--- src/hw/rtl/flc_pkg.sv ---
package flc_pkg;

	localparam logic [1:0] OP_CLEAR   = 2'd0;
	localparam logic [1:0] OP_MEASURE = 2'd1;
	localparam logic [1:0] OP_CONVERT = 2'd2;

	localparam int QUEUE_DEPTH = 4;

	typedef struct packed {
		logic full;
		logic empty;
	} flc_qstat_t;

	function automatic logic [16:0] atan_hturn(input logic [4:0] idx);
		logic [16:0] v;
		case (idx)
			5'd0:    v = 17'd16384;
			5'd1:    v = 17'd9672;
			5'd2:    v = 17'd5110;
			5'd3:    v = 17'd2594;
			5'd4:    v = 17'd1302;
			5'd5:    v = 17'd652;
			5'd6:    v = 17'd326;
			5'd7:    v = 17'd163;
			5'd8:    v = 17'd81;
			5'd9:    v = 17'd41;
			5'd10:   v = 17'd20;
			5'd11:   v = 17'd10;
			5'd12:   v = 17'd5;
			5'd13:   v = 17'd3;
			5'd14:   v = 17'd1;
			5'd15:   v = 17'd1;
			default: v = 17'd0;
		endcase
		return v;
	endfunction

	function automatic logic [7:0] to_byte(input logic [16:0] c);
		logic [24:0] pr;
		pr = {c, 8'b0} - {8'b0, c};
		return pr[23:16];
	endfunction

endpackage

--- src/hw/rtl/flc_queue.sv ---
module flc_queue #(
	parameter int WIDTH = 96,
	parameter int DEPTH = 4
) (
	input  logic                      clk,
	input  logic                      arst_n,
	input  logic                      push,
	input  logic [WIDTH-1:0]          push_data,
	input  logic                      pop,
	output logic [WIDTH-1:0]          head_data,
	output flc_pkg::flc_qstat_t       qstat
);
	import flc_pkg::*;

	localparam int PW = (DEPTH > 1) ? $clog2(DEPTH) : 1;

	logic [WIDTH-1:0] mem_q [DEPTH];
	logic [PW-1:0]    wr_ptr_q, rd_ptr_q;
	logic [PW:0]      count_q;

	assign qstat.full  = (count_q == (PW+1)'(DEPTH));
	assign qstat.empty = (count_q == '0);
	assign head_data   = mem_q[rd_ptr_q];

	always_ff @(posedge clk) begin
		if (push) begin
			mem_q[wr_ptr_q] <= push_data;
		end
	end

	always_ff @(posedge clk or negedge arst_n) begin
		if (!arst_n) begin
			wr_ptr_q <= '0;
			rd_ptr_q <= '0;
			count_q  <= '0;
		end else begin
			if (push) begin
				wr_ptr_q <= (wr_ptr_q == PW'(DEPTH-1)) ? '0 : wr_ptr_q + 1'b1;
			end
			if (pop) begin
				rd_ptr_q <= (rd_ptr_q == PW'(DEPTH-1)) ? '0 : rd_ptr_q + 1'b1;
			end
			if (push && !pop) begin
				count_q <= count_q + 1'b1;
			end else if (pop && !push) begin
				count_q <= count_q - 1'b1;
			end
		end
	end

endmodule

--- src/hw/rtl/flc_front.sv ---
module flc_front #(
	parameter int SAMPLE_WIDTH = 16
) (
	input  logic                              clk,
	input  logic                              arst_n,
	input  logic                              mode,
	input  logic                              in_valid,
	output logic                              in_stall,
	input  logic [1:0]                        opcode,
	input  logic signed [SAMPLE_WIDTH-1:0]    x_component,
	input  logic signed [SAMPLE_WIDTH-1:0]    y_component,
	input  flc_pkg::flc_qstat_t               qstat,
	output logic                              push,
	output logic [2*SAMPLE_WIDTH+63:0]        push_data
);
	import flc_pkg::*;

	localparam int SW = SAMPLE_WIDTH;

	localparam logic [1:0] F_IDLE  = 2'd0;
	localparam logic [1:0] F_SQX   = 2'd1;
	localparam logic [1:0] F_SQY   = 2'd2;
	localparam logic [1:0] F_ISSUE = 2'd3;

	logic [1:0]           st_q;
	logic [1:0]           op_q;
	logic [SW-1:0]        x_q, y_q;
	logic [2*SW-1:0]      xx_q;
	logic [31:0]          n2_q;
	logic [31:0]          max_q;
	logic [SW-1:0]        mag_x, mag_y;
	logic [2*SW-1:0]      yy;
	logic [64:0]          sum65;

	assign in_stall = (st_q != F_IDLE);
	assign mag_x    = x_q[SW-1] ? (~x_q + 1'b1) : x_q;
	assign mag_y    = y_q[SW-1] ? (~y_q + 1'b1) : y_q;
	assign yy       = mag_y * mag_y;
	assign sum65    = 65'(xx_q) + (mode ? 65'(yy) : 65'd0);

	assign push      = (st_q == F_ISSUE) && (op_q == OP_CONVERT) && !qstat.full;
	assign push_data = {x_q, y_q, n2_q, max_q};

	always_ff @(posedge clk) begin
		if (in_valid && !in_stall) begin
			op_q <= opcode;
			x_q  <= x_component;
			y_q  <= y_component;
		end
		if (st_q == F_SQX) begin
			xx_q <= mag_x * mag_x;
		end
		if (st_q == F_SQY) begin
			n2_q <= (sum65 > 65'h0FFFFFFFF) ? 32'hFFFFFFFF : sum65[31:0];
		end
	end

	always_ff @(posedge clk or negedge arst_n) begin
		if (!arst_n) begin
			st_q  <= F_IDLE;
			max_q <= '0;
		end else begin
			case (st_q)
				F_IDLE: begin
					if (in_valid) begin
						st_q <= F_SQX;
					end
				end
				F_SQX: st_q <= F_SQY;
				F_SQY: st_q <= F_ISSUE;
				F_ISSUE: begin
					case (op_q)
						OP_CLEAR: begin
							max_q <= '0;
							st_q  <= F_IDLE;
						end
						OP_MEASURE: begin
							if (n2_q > max_q) begin
								max_q <= n2_q;
							end
							st_q <= F_IDLE;
						end
						OP_CONVERT: begin
							if (!qstat.full) begin
								st_q <= F_IDLE;
							end
						end
						default: st_q <= F_IDLE;
					endcase
				end
				default: st_q <= F_IDLE;
			endcase
		end
	end

endmodule

--- src/hw/rtl/flc_back.sv ---
module flc_back #(
	parameter int SAMPLE_WIDTH      = 16,
	parameter int CORDIC_ITERATIONS = 16
) (
	input  logic                          clk,
	input  logic                          arst_n,
	input  logic                          mode,
	input  flc_pkg::flc_qstat_t           qstat,
	input  logic [2*SAMPLE_WIDTH+63:0]    head_data,
	output logic                          pop,
	output logic                          out_valid,
	input  logic                          out_stall,
	output logic [7:0]                    red,
	output logic [7:0]                    green,
	output logic [7:0]                    blue
);
	import flc_pkg::*;

	localparam int SW = SAMPLE_WIDTH;
	localparam int CW = SAMPLE_WIDTH + 3;
	localparam int QW = 2*SAMPLE_WIDTH + 64;

	localparam logic [2:0] B_IDLE = 3'd0;
	localparam logic [2:0] B_DIV  = 3'd1;
	localparam logic [2:0] B_SQRT = 3'd2;
	localparam logic [2:0] B_MUL1 = 3'd3;
	localparam logic [2:0] B_MUL2 = 3'd4;
	localparam logic [2:0] B_OUT  = 3'd5;

	localparam logic [16:0] ONE = 17'h10000;

	logic [2:0]           st_q;
	logic                 xpos_q;
	logic [31:0]          n2_q, m_q;
	logic [31:0]          rem_q, num_lo_q, quo_q;
	logic [4:0]           cnt_q;
	logic signed [CW-1:0] cx_q, cy_q;
	logic signed [17:0]   z_q;
	logic [4:0]           it_q;
	logic [31:0]          a_q, r_q, bit_q;
	logic [16:0]          s_q, p1_q, p2_q;
	logic [15:0]          f_q;
	logic [2:0]           hi_q;
	logic [7:0]           gray_q;
	logic                 out_valid_q;
	logic [7:0]           red_q, green_q, blue_q;

	logic signed [SW-1:0] hx, hy;
	logic [31:0]          hn2, hm;
	logic [47:0]          dnum;
	logic [63:0]          num;
	logic signed [CW-1:0] xe, ye;
	logic [32:0]          dt;
	logic                 dge;
	logic [32:0]          sq_trial;
	logic                 sq_ge;
	logic [16:0]          s_sel;
	logic [15:0]          hue;
	logic [18:0]          h6;
	logic [32:0]          prod1;
	logic [33:0]          prod2;
	logic [16:0]          cp, cq, ct;
	logic [16:0]          cr, cg, cb;
	logic [7:0]           nr, ng, nb;
	logic                 out_free;

	assign hx   = head_data[QW-1 -: SW];
	assign hy   = head_data[QW-SW-1 -: SW];
	assign hn2  = head_data[63:32];
	assign hm   = head_data[31:0];
	assign dnum = 48'(hn2) * 48'd65025;
	assign num  = mode ? {hn2, 32'b0} : 64'(dnum);
	assign xe   = CW'(hx);
	assign ye   = CW'(hy);

	assign pop = (st_q == B_IDLE) && !qstat.empty;

	assign dt  = {rem_q, num_lo_q[31]};
	assign dge = (dt >= {1'b0, m_q});

	assign sq_trial = {1'b0, r_q} + {1'b0, bit_q};
	assign sq_ge    = ({1'b0, a_q} >= sq_trial);

	assign s_sel = (n2_q >= m_q) ? ONE : r_q[16:0];
	assign hue   = 16'(z_q + 18'sd32768);
	assign h6    = 19'(hue) * 19'd6;
	assign prod1 = 33'(s_sel) * 33'(h6[15:0]);
	assign prod2 = 34'(s_q) * 34'(ONE - {1'b0, f_q});

	assign out_free  = !out_valid_q || !out_stall;
	assign out_valid = out_valid_q;
	assign red       = red_q;
	assign green     = green_q;
	assign blue      = blue_q;

	always_comb begin
		cp = ONE - s_q;
		cq = ONE - p1_q;
		ct = ONE - p2_q;
		case (hi_q)
			3'd0: begin cr = ONE; cg = ct;  cb = cp;  end
			3'd1: begin cr = cq;  cg = ONE; cb = cp;  end
			3'd2: begin cr = cp;  cg = ONE; cb = ct;  end
			3'd3: begin cr = cp;  cg = cq;  cb = ONE; end
			3'd4: begin cr = ct;  cg = cp;  cb = ONE; end
			default: begin cr = ONE; cg = cp; cb = cq; end
		endcase
		if (m_q == '0) begin
			nr = '0; ng = '0; nb = '0;
		end else if (mode) begin
			nr = to_byte(cr);
			ng = to_byte(cg);
			nb = to_byte(cb);
		end else begin
			nr = gray_q; ng = gray_q; nb = gray_q;
		end
	end

	always_ff @(posedge clk) begin
		if (pop) begin
			xpos_q   <= !hx[SW-1] && (hx != '0);
			n2_q     <= hn2;
			m_q      <= hm;
			rem_q    <= num[63:32];
			num_lo_q <= num[31:0];
			cx_q     <= hx[SW-1] ? -xe : xe;
			cy_q     <= hx[SW-1] ? -ye : ye;
			z_q      <= '0;
			it_q     <= '0;
		end else begin
			if (it_q < 5'(CORDIC_ITERATIONS)) begin
				if (cy_q > 0) begin
					cx_q <= cx_q + (cy_q >>> it_q);
					cy_q <= cy_q - (cx_q >>> it_q);
					z_q  <= z_q + $signed({1'b0, atan_hturn(it_q)});
				end else begin
					cx_q <= cx_q - (cy_q >>> it_q);
					cy_q <= cy_q + (cx_q >>> it_q);
					z_q  <= z_q - $signed({1'b0, atan_hturn(it_q)});
				end
				it_q <= it_q + 1'b1;
			end
		end
		if (st_q == B_DIV) begin
			rem_q    <= dge ? 32'(dt - {1'b0, m_q}) : dt[31:0];
			num_lo_q <= {num_lo_q[30:0], 1'b0};
			quo_q    <= {quo_q[30:0], dge};
			if (cnt_q == 5'd31) begin
				a_q   <= {quo_q[30:0], dge};
				r_q   <= '0;
				bit_q <= 32'h40000000;
			end
		end
		if (st_q == B_SQRT) begin
			if (sq_ge) begin
				a_q <= 32'({1'b0, a_q} - sq_trial);
				r_q <= (r_q >> 1) + bit_q;
			end else begin
				r_q <= r_q >> 1;
			end
			bit_q <= bit_q >> 2;
		end
		if (st_q == B_MUL1) begin
			s_q  <= s_sel;
			f_q  <= h6[15:0];
			hi_q <= h6[18:16];
			p1_q <= prod1[32:16];
			if (!xpos_q) begin
				gray_q <= '0;
			end else if (n2_q >= m_q) begin
				gray_q <= 8'd255;
			end else begin
				gray_q <= (r_q > 32'd255) ? 8'd255 : r_q[7:0];
			end
		end
		if (st_q == B_MUL2) begin
			p2_q <= prod2[32:16];
		end
		if (st_q == B_OUT && out_free) begin
			red_q   <= nr;
			green_q <= ng;
			blue_q  <= nb;
		end
	end

	always_ff @(posedge clk or negedge arst_n) begin
		if (!arst_n) begin
			st_q        <= B_IDLE;
			cnt_q       <= '0;
			out_valid_q <= 1'b0;
		end else begin
			if (st_q == B_OUT && out_free) begin
				out_valid_q <= 1'b1;
			end else if (out_valid_q && !out_stall) begin
				out_valid_q <= 1'b0;
			end
			case (st_q)
				B_IDLE: begin
					if (!qstat.empty) begin
						st_q  <= B_DIV;
						cnt_q <= '0;
					end
				end
				B_DIV: begin
					cnt_q <= cnt_q + 1'b1;
					if (cnt_q == 5'd31) begin
						st_q <= B_SQRT;
					end
				end
				B_SQRT: begin
					if (bit_q == 32'd1) begin
						st_q <= B_MUL1;
					end
				end
				B_MUL1: st_q <= B_MUL2;
				B_MUL2: st_q <= B_OUT;
				B_OUT: begin
					if (out_free) begin
						st_q <= B_IDLE;
					end
				end
				default: st_q <= B_IDLE;
			endcase
		end
	end

endmodule

--- src/hw/rtl/flow_disparity_colorizer.sv ---
// channel   | handshake            | payload
// in        | in_valid / in_stall  | opcode, x_component, y_component
// out       | out_valid / out_stall| red, green, blue
// cfg       | cfg_wr_en            | cfg_wr_data (vector_mode)
//
// Front takes one beat at a time: two squaring steps, then max clear/update or queue push.
// Back handles a convert beat as a pop, 32 divide steps, 16 square-root
// steps (CORDIC overlaps the divide), two multiply states and one output load.
// A 4-entry queue sits between front and back; output register holds a result while stalled.
// Reset clears the running maximum, the queue and sets vector_mode to 1.
module flow_disparity_colorizer #(
	parameter int SAMPLE_WIDTH      = 16,
	parameter int CORDIC_ITERATIONS = 16
) (
	input  logic                           clk,
	input  logic                           arst_n,
	input  logic                           cfg_wr_en,
	input  logic                           cfg_wr_data,
	input  logic                           in_valid,
	output logic                           in_stall,
	input  logic [1:0]                     opcode,
	input  logic signed [SAMPLE_WIDTH-1:0] x_component,
	input  logic signed [SAMPLE_WIDTH-1:0] y_component,
	output logic                           out_valid,
	input  logic                           out_stall,
	output logic [7:0]                     red,
	output logic [7:0]                     green,
	output logic [7:0]                     blue
);
	import flc_pkg::*;

	localparam int QW = 2*SAMPLE_WIDTH + 64;

	logic              mode_q;
	logic              push, pop;
	logic [QW-1:0]     push_data, head_data;
	flc_qstat_t        qstat;

	always_ff @(posedge clk or negedge arst_n) begin
		if (!arst_n) begin
			mode_q <= 1'b1;
		end else if (cfg_wr_en) begin
			mode_q <= cfg_wr_data;
		end
	end

	flc_front #(.SAMPLE_WIDTH(SAMPLE_WIDTH)) u_front (
		.clk         (clk),
		.arst_n      (arst_n),
		.mode        (mode_q),
		.in_valid    (in_valid),
		.in_stall    (in_stall),
		.opcode      (opcode),
		.x_component (x_component),
		.y_component (y_component),
		.qstat       (qstat),
		.push        (push),
		.push_data   (push_data)
	);

	flc_queue #(.WIDTH(QW), .DEPTH(QUEUE_DEPTH)) u_queue (
		.clk       (clk),
		.arst_n    (arst_n),
		.push      (push),
		.push_data (push_data),
		.pop       (pop),
		.head_data (head_data),
		.qstat     (qstat)
	);

	flc_back #(
		.SAMPLE_WIDTH      (SAMPLE_WIDTH),
		.CORDIC_ITERATIONS (CORDIC_ITERATIONS)
	) u_back (
		.clk       (clk),
		.arst_n    (arst_n),
		.mode      (mode_q),
		.qstat     (qstat),
		.head_data (head_data),
		.pop       (pop),
		.out_valid (out_valid),
		.out_stall (out_stall),
		.red       (red),
		.green     (green),
		.blue      (blue)
	);

endmodule

--- config.mk ---
export PLATFORM = sky130hd
export DESIGN_NAME = flow_disparity_colorizer
export DESIGN_NICKNAME = d
export VERILOG_FILES = /design/src/hw/rtl/flc_pkg.sv /design/src/hw/rtl/flc_queue.sv /design/src/hw/rtl/flc_front.sv /design/src/hw/rtl/flc_back.sv /design/src/hw/rtl/flow_disparity_colorizer.sv
export SDC_FILE = /design/constraint.sdc
export NUM_CORES = 2
export LEC_CHECK = 0
export ABC_AREA = 1
export BUFFER_PORTS_ARGS = -buffer_cell sky130_fd_sc_hd__buf_2
export CORE_MARGIN = 1.5
export CORE_UTILIZATION = 35
export CTS_CLUSTER_DIAMETER = 80
export DETAILED_ROUTE_END_ITERATION = 7
export HOLD_SLACK_MARGIN = 0.03
export SLEW_MARGIN = 30
export SYNTH_ARGS = -nofsm -noshare
export SYNTH_HDL_FRONTEND = slang
export SYNTH_HIERARCHICAL = 1
export SYNTH_SLANG_ARGS = --single-unit
--- constraint.sdc ---
create_clock -name clk -period 7.45 [get_ports clk]
set_input_delay 1.49 -clock clk [delete_from_list [all_inputs] [get_ports clk]]
set_output_delay 1.49 -clock clk [all_outputs]
set_load 0.05 [all_outputs]
==> metrics.txt <==
wire per inst 17.4 um; first-pass GRT wire length 427000 um; HP Class reg -> reg; FMAX 129 MHz; TritonRoute pass-1 iters 6; DRC viols 0; worst reg2reg startpoint u_front/y_q[10]$_DFFE_PP_; Worst Skew 0.0386 ns; Nets 13800; CTS Buf Count 108; post-synthesis sequential area ratio 0.288; DRT iter0 DRCs 4981; area delta synth->final 15.6%; # placed instances 15400; die height 525 um; total length of routed wires 273000 um; num rows 191; endpoints failing hold 0; Clock Latency Late Sink 0.76 ns; CTS Buffer Depth 3; routed vias/inst 4.91; Most Frequent Cell on Critical Path fa_1; commonest register cell after synthesis edfxtp_1; EDFF count, synth 826; layout cells sized above 1 0.127; Crit. Startpoint u_front/y_q[10]$_DFFE_PP_; status finished with violations; Syn. warnings 6; largest net degree at the start of global routing 91; Filler Cell Count 27500; commonest cells after routing, fill and taps aside nand2_1, inv_1, nor2_1; FF-to-FF End u_front/n2_q[7]$_SDFFCE_PN1P_; Slew HR 0.357; vias 77000; CP bufs+invs 9; htree depth 3; Crit path max-delay family adder cells; kind of start point of the critical path flop; setup TNS -9.17 ns; final non-filler cell total 15700; crit-path max FO 5; crit path time final 7.76 ns; chip width 525 um; cell count along the critical path 39; Synth Register Bits 947; Worst R2R Path Depth 39; CP Capture Type flop; Crit Path Class reg -> reg; post-DP HPWL 219000 um; Worst Slack Setup Final -0.314 ns; Async SR Flop Fraction 0.0539; Boundary Pins 66; final instance area 110000 um2; root buf cell clkbuf_16; Least-Margin Pin Slew 0.956 ns; ANT nets after route 0; maxcap violations 0; Yosys cell types 87; # setup viols final 32; Synth Cell Area 95500 um2; GRT Util Overall 0.194; Placed Area 104000 um2; Final Wtd Congestion 0.945; slowest CP cell fa_1; CP arrival 8.26 ns; Mapped Cells 11400; Setup crit end u_front/n2_q[7]$_SDFFCE_PN1P_; core area 271000 um2; Clk pin slew, worst setup/hold paths 0.06 ns; period utilization 1.04; Pins Over Slew Limit 0; RSZ-0062 raised after global routing yes; CTS tree built; flop2flop setup slack -0.31 ns; Sink Count 947; dpl ws -0.537 ns; slowest stage delay, CP 0.57 ns; most common cell after layout, fill and taps aside nand2_1; number of port buffers 65; vias in the first global route 76000; Initial Util 0.352; Die ar. 276000 um2; grt ovf 0; Data required, critical path 7.94 ns; initial antenna violation count 2; syn_area_per_cell 8.40 um2; violated checks negative setup slack
Yosys cell counts, types with 23 or more instances:
library cell,instances,area share
o211ai_1,241,0.019
nor4_1,35,0.0023
nor2_2,39,0.0026
a21oi_1,572,0.030
clkbuf_1,125,0.0049
nand2_1,2338,0.092
o21a_1,23,0.0018
inv_2,35,0.0014
buf_4,23,0.0018
inv_1,2042,0.080
a31oi_1,44,0.0029
xnor2_1,122,0.011
buf_2,94,0.0049
o21ai_1,36,0.0019
nor3_1,138,0.0072
ha_1,865,0.11
o21ai_0,465,0.024
a21o_1,28,0.0022
fa_1,871,0.18
edfxtp_1,826,0.26
dfrtp_1,50,0.013
nor2_1,1136,0.045
dfxtp_1,70,0.015
clkinv_1,30,0.0012
xor2_1,191,0.018
or2_2,26,0.0017
o31ai_1,41,0.0032
o21bai_1,40,0.0031
nand4_1,99,0.0065
nand3_1,489,0.026
registers in the layout, summed over array words and instances (netlist names), 15 cells and up, named ones only:
register	cells
u_queue/mem_q	384
u_back/a_q	32
u_back/m_q	32
u_back/n2_q	32
u_back/num_lo_q	32
u_back/r_q	32
u_back/rem_q	32
u_front/max_q	32
u_front/n2_q	32
u_back/quo_q	31
u_front/xx_q	31
u_back/cx_q	19
u_back/cy_q	19
u_back/p1_q	17
u_back/p2_q	17
u_back/s_q	17
u_back/bit_q	16
u_back/z_q	16
u_front/x_q	16
u_front/y_q	16
u_back/f_q	15
per-stage QoR:
| stage | util | hold WS, ns |
|---|---|---|
| finish | 0.407 | 0.427 |
| global route | 0.407 | 0.452 |
| CTS | 0.401 | 0.438 |
| detailed placement | 0.385 | 0.435 |
| global placement | 0.385 | 0.433 |
| floorplan | - | 0.418 |
worst min path at each step:
| stage | endpoint | slack (ns) | start | depth (start not counted) |
|---|---|---|---|---|
| floorplan | u_back/quo_q[23]$_DFFE_PP_ | 0.42 | u_back/quo_q[22]$_DFFE_PP_ | 0 |
| global route | u_back/quo_q[30]$_DFFE_PP_ | 0.45 | u_back/quo_q[29]$_DFFE_PP_ | 0 |
| CTS | u_back/quo_q[30]$_DFFE_PP_ | 0.44 | u_back/quo_q[29]$_DFFE_PP_ | 0 |
| detailed placement | u_back/quo_q[23]$_DFFE_PP_ | 0.43 | u_back/quo_q[22]$_DFFE_PP_ | 0 |
| global placement | u_back/quo_q[30]$_DFFE_PP_ | 0.43 | u_back/quo_q[29]$_DFFE_PP_ | 0 |
| finish | u_back/quo_q[30]$_DFFE_PP_ | 0.43 | u_back/quo_q[29]$_DFFE_PP_ | 0 |
timing repair:
action,4_1_cts,5_1_grt
pin swaps,43,177
cloned,3,3
setup endpoints to repair,50,70
gates resized for setup,90,351
buffers inserted,13,46
hold buffers,0,0
cells by family after synthesis:
group,share of synthesized area
xor+xnor,0.0305
compound gates,0.0981
other cells,0.0000786
buf+inv,0.0973
simple gates,0.190
flops,0.288
fa+ha+maj,0.296
mux,0.000210
layer usage:
| layer | track usage | vias up | share of wire |
|---|---|---|---|
| met5 | 0 | - | 0 |
| met4 | 0.0663 | 0 | 0.037 |
| met3 | 0.0190 | 364 | 0.042 |
| met2 | 0.329 | 1652 | 0.47 |
| met1 | 0.259 | 36900 | 0.45 |
| li1 | - | 38100 | - |
final cells by class:
cell class,count,area (um2),area share
multi-input combinational,8064,60500,0.548
inverter,2109,8000,0.0725
antenna,4,10.0,0.0000907
clock inverter,75,883,0.00800
timing repair buffer,797,6110,0.0554
clock buffer,129,2890,0.0262
tap,3570,4470,0.0405
sequential,947,27500,0.249
Power is not shown: default switching activity piles up to over one toggle a cycle in this logic, so the estimate is an artifact.
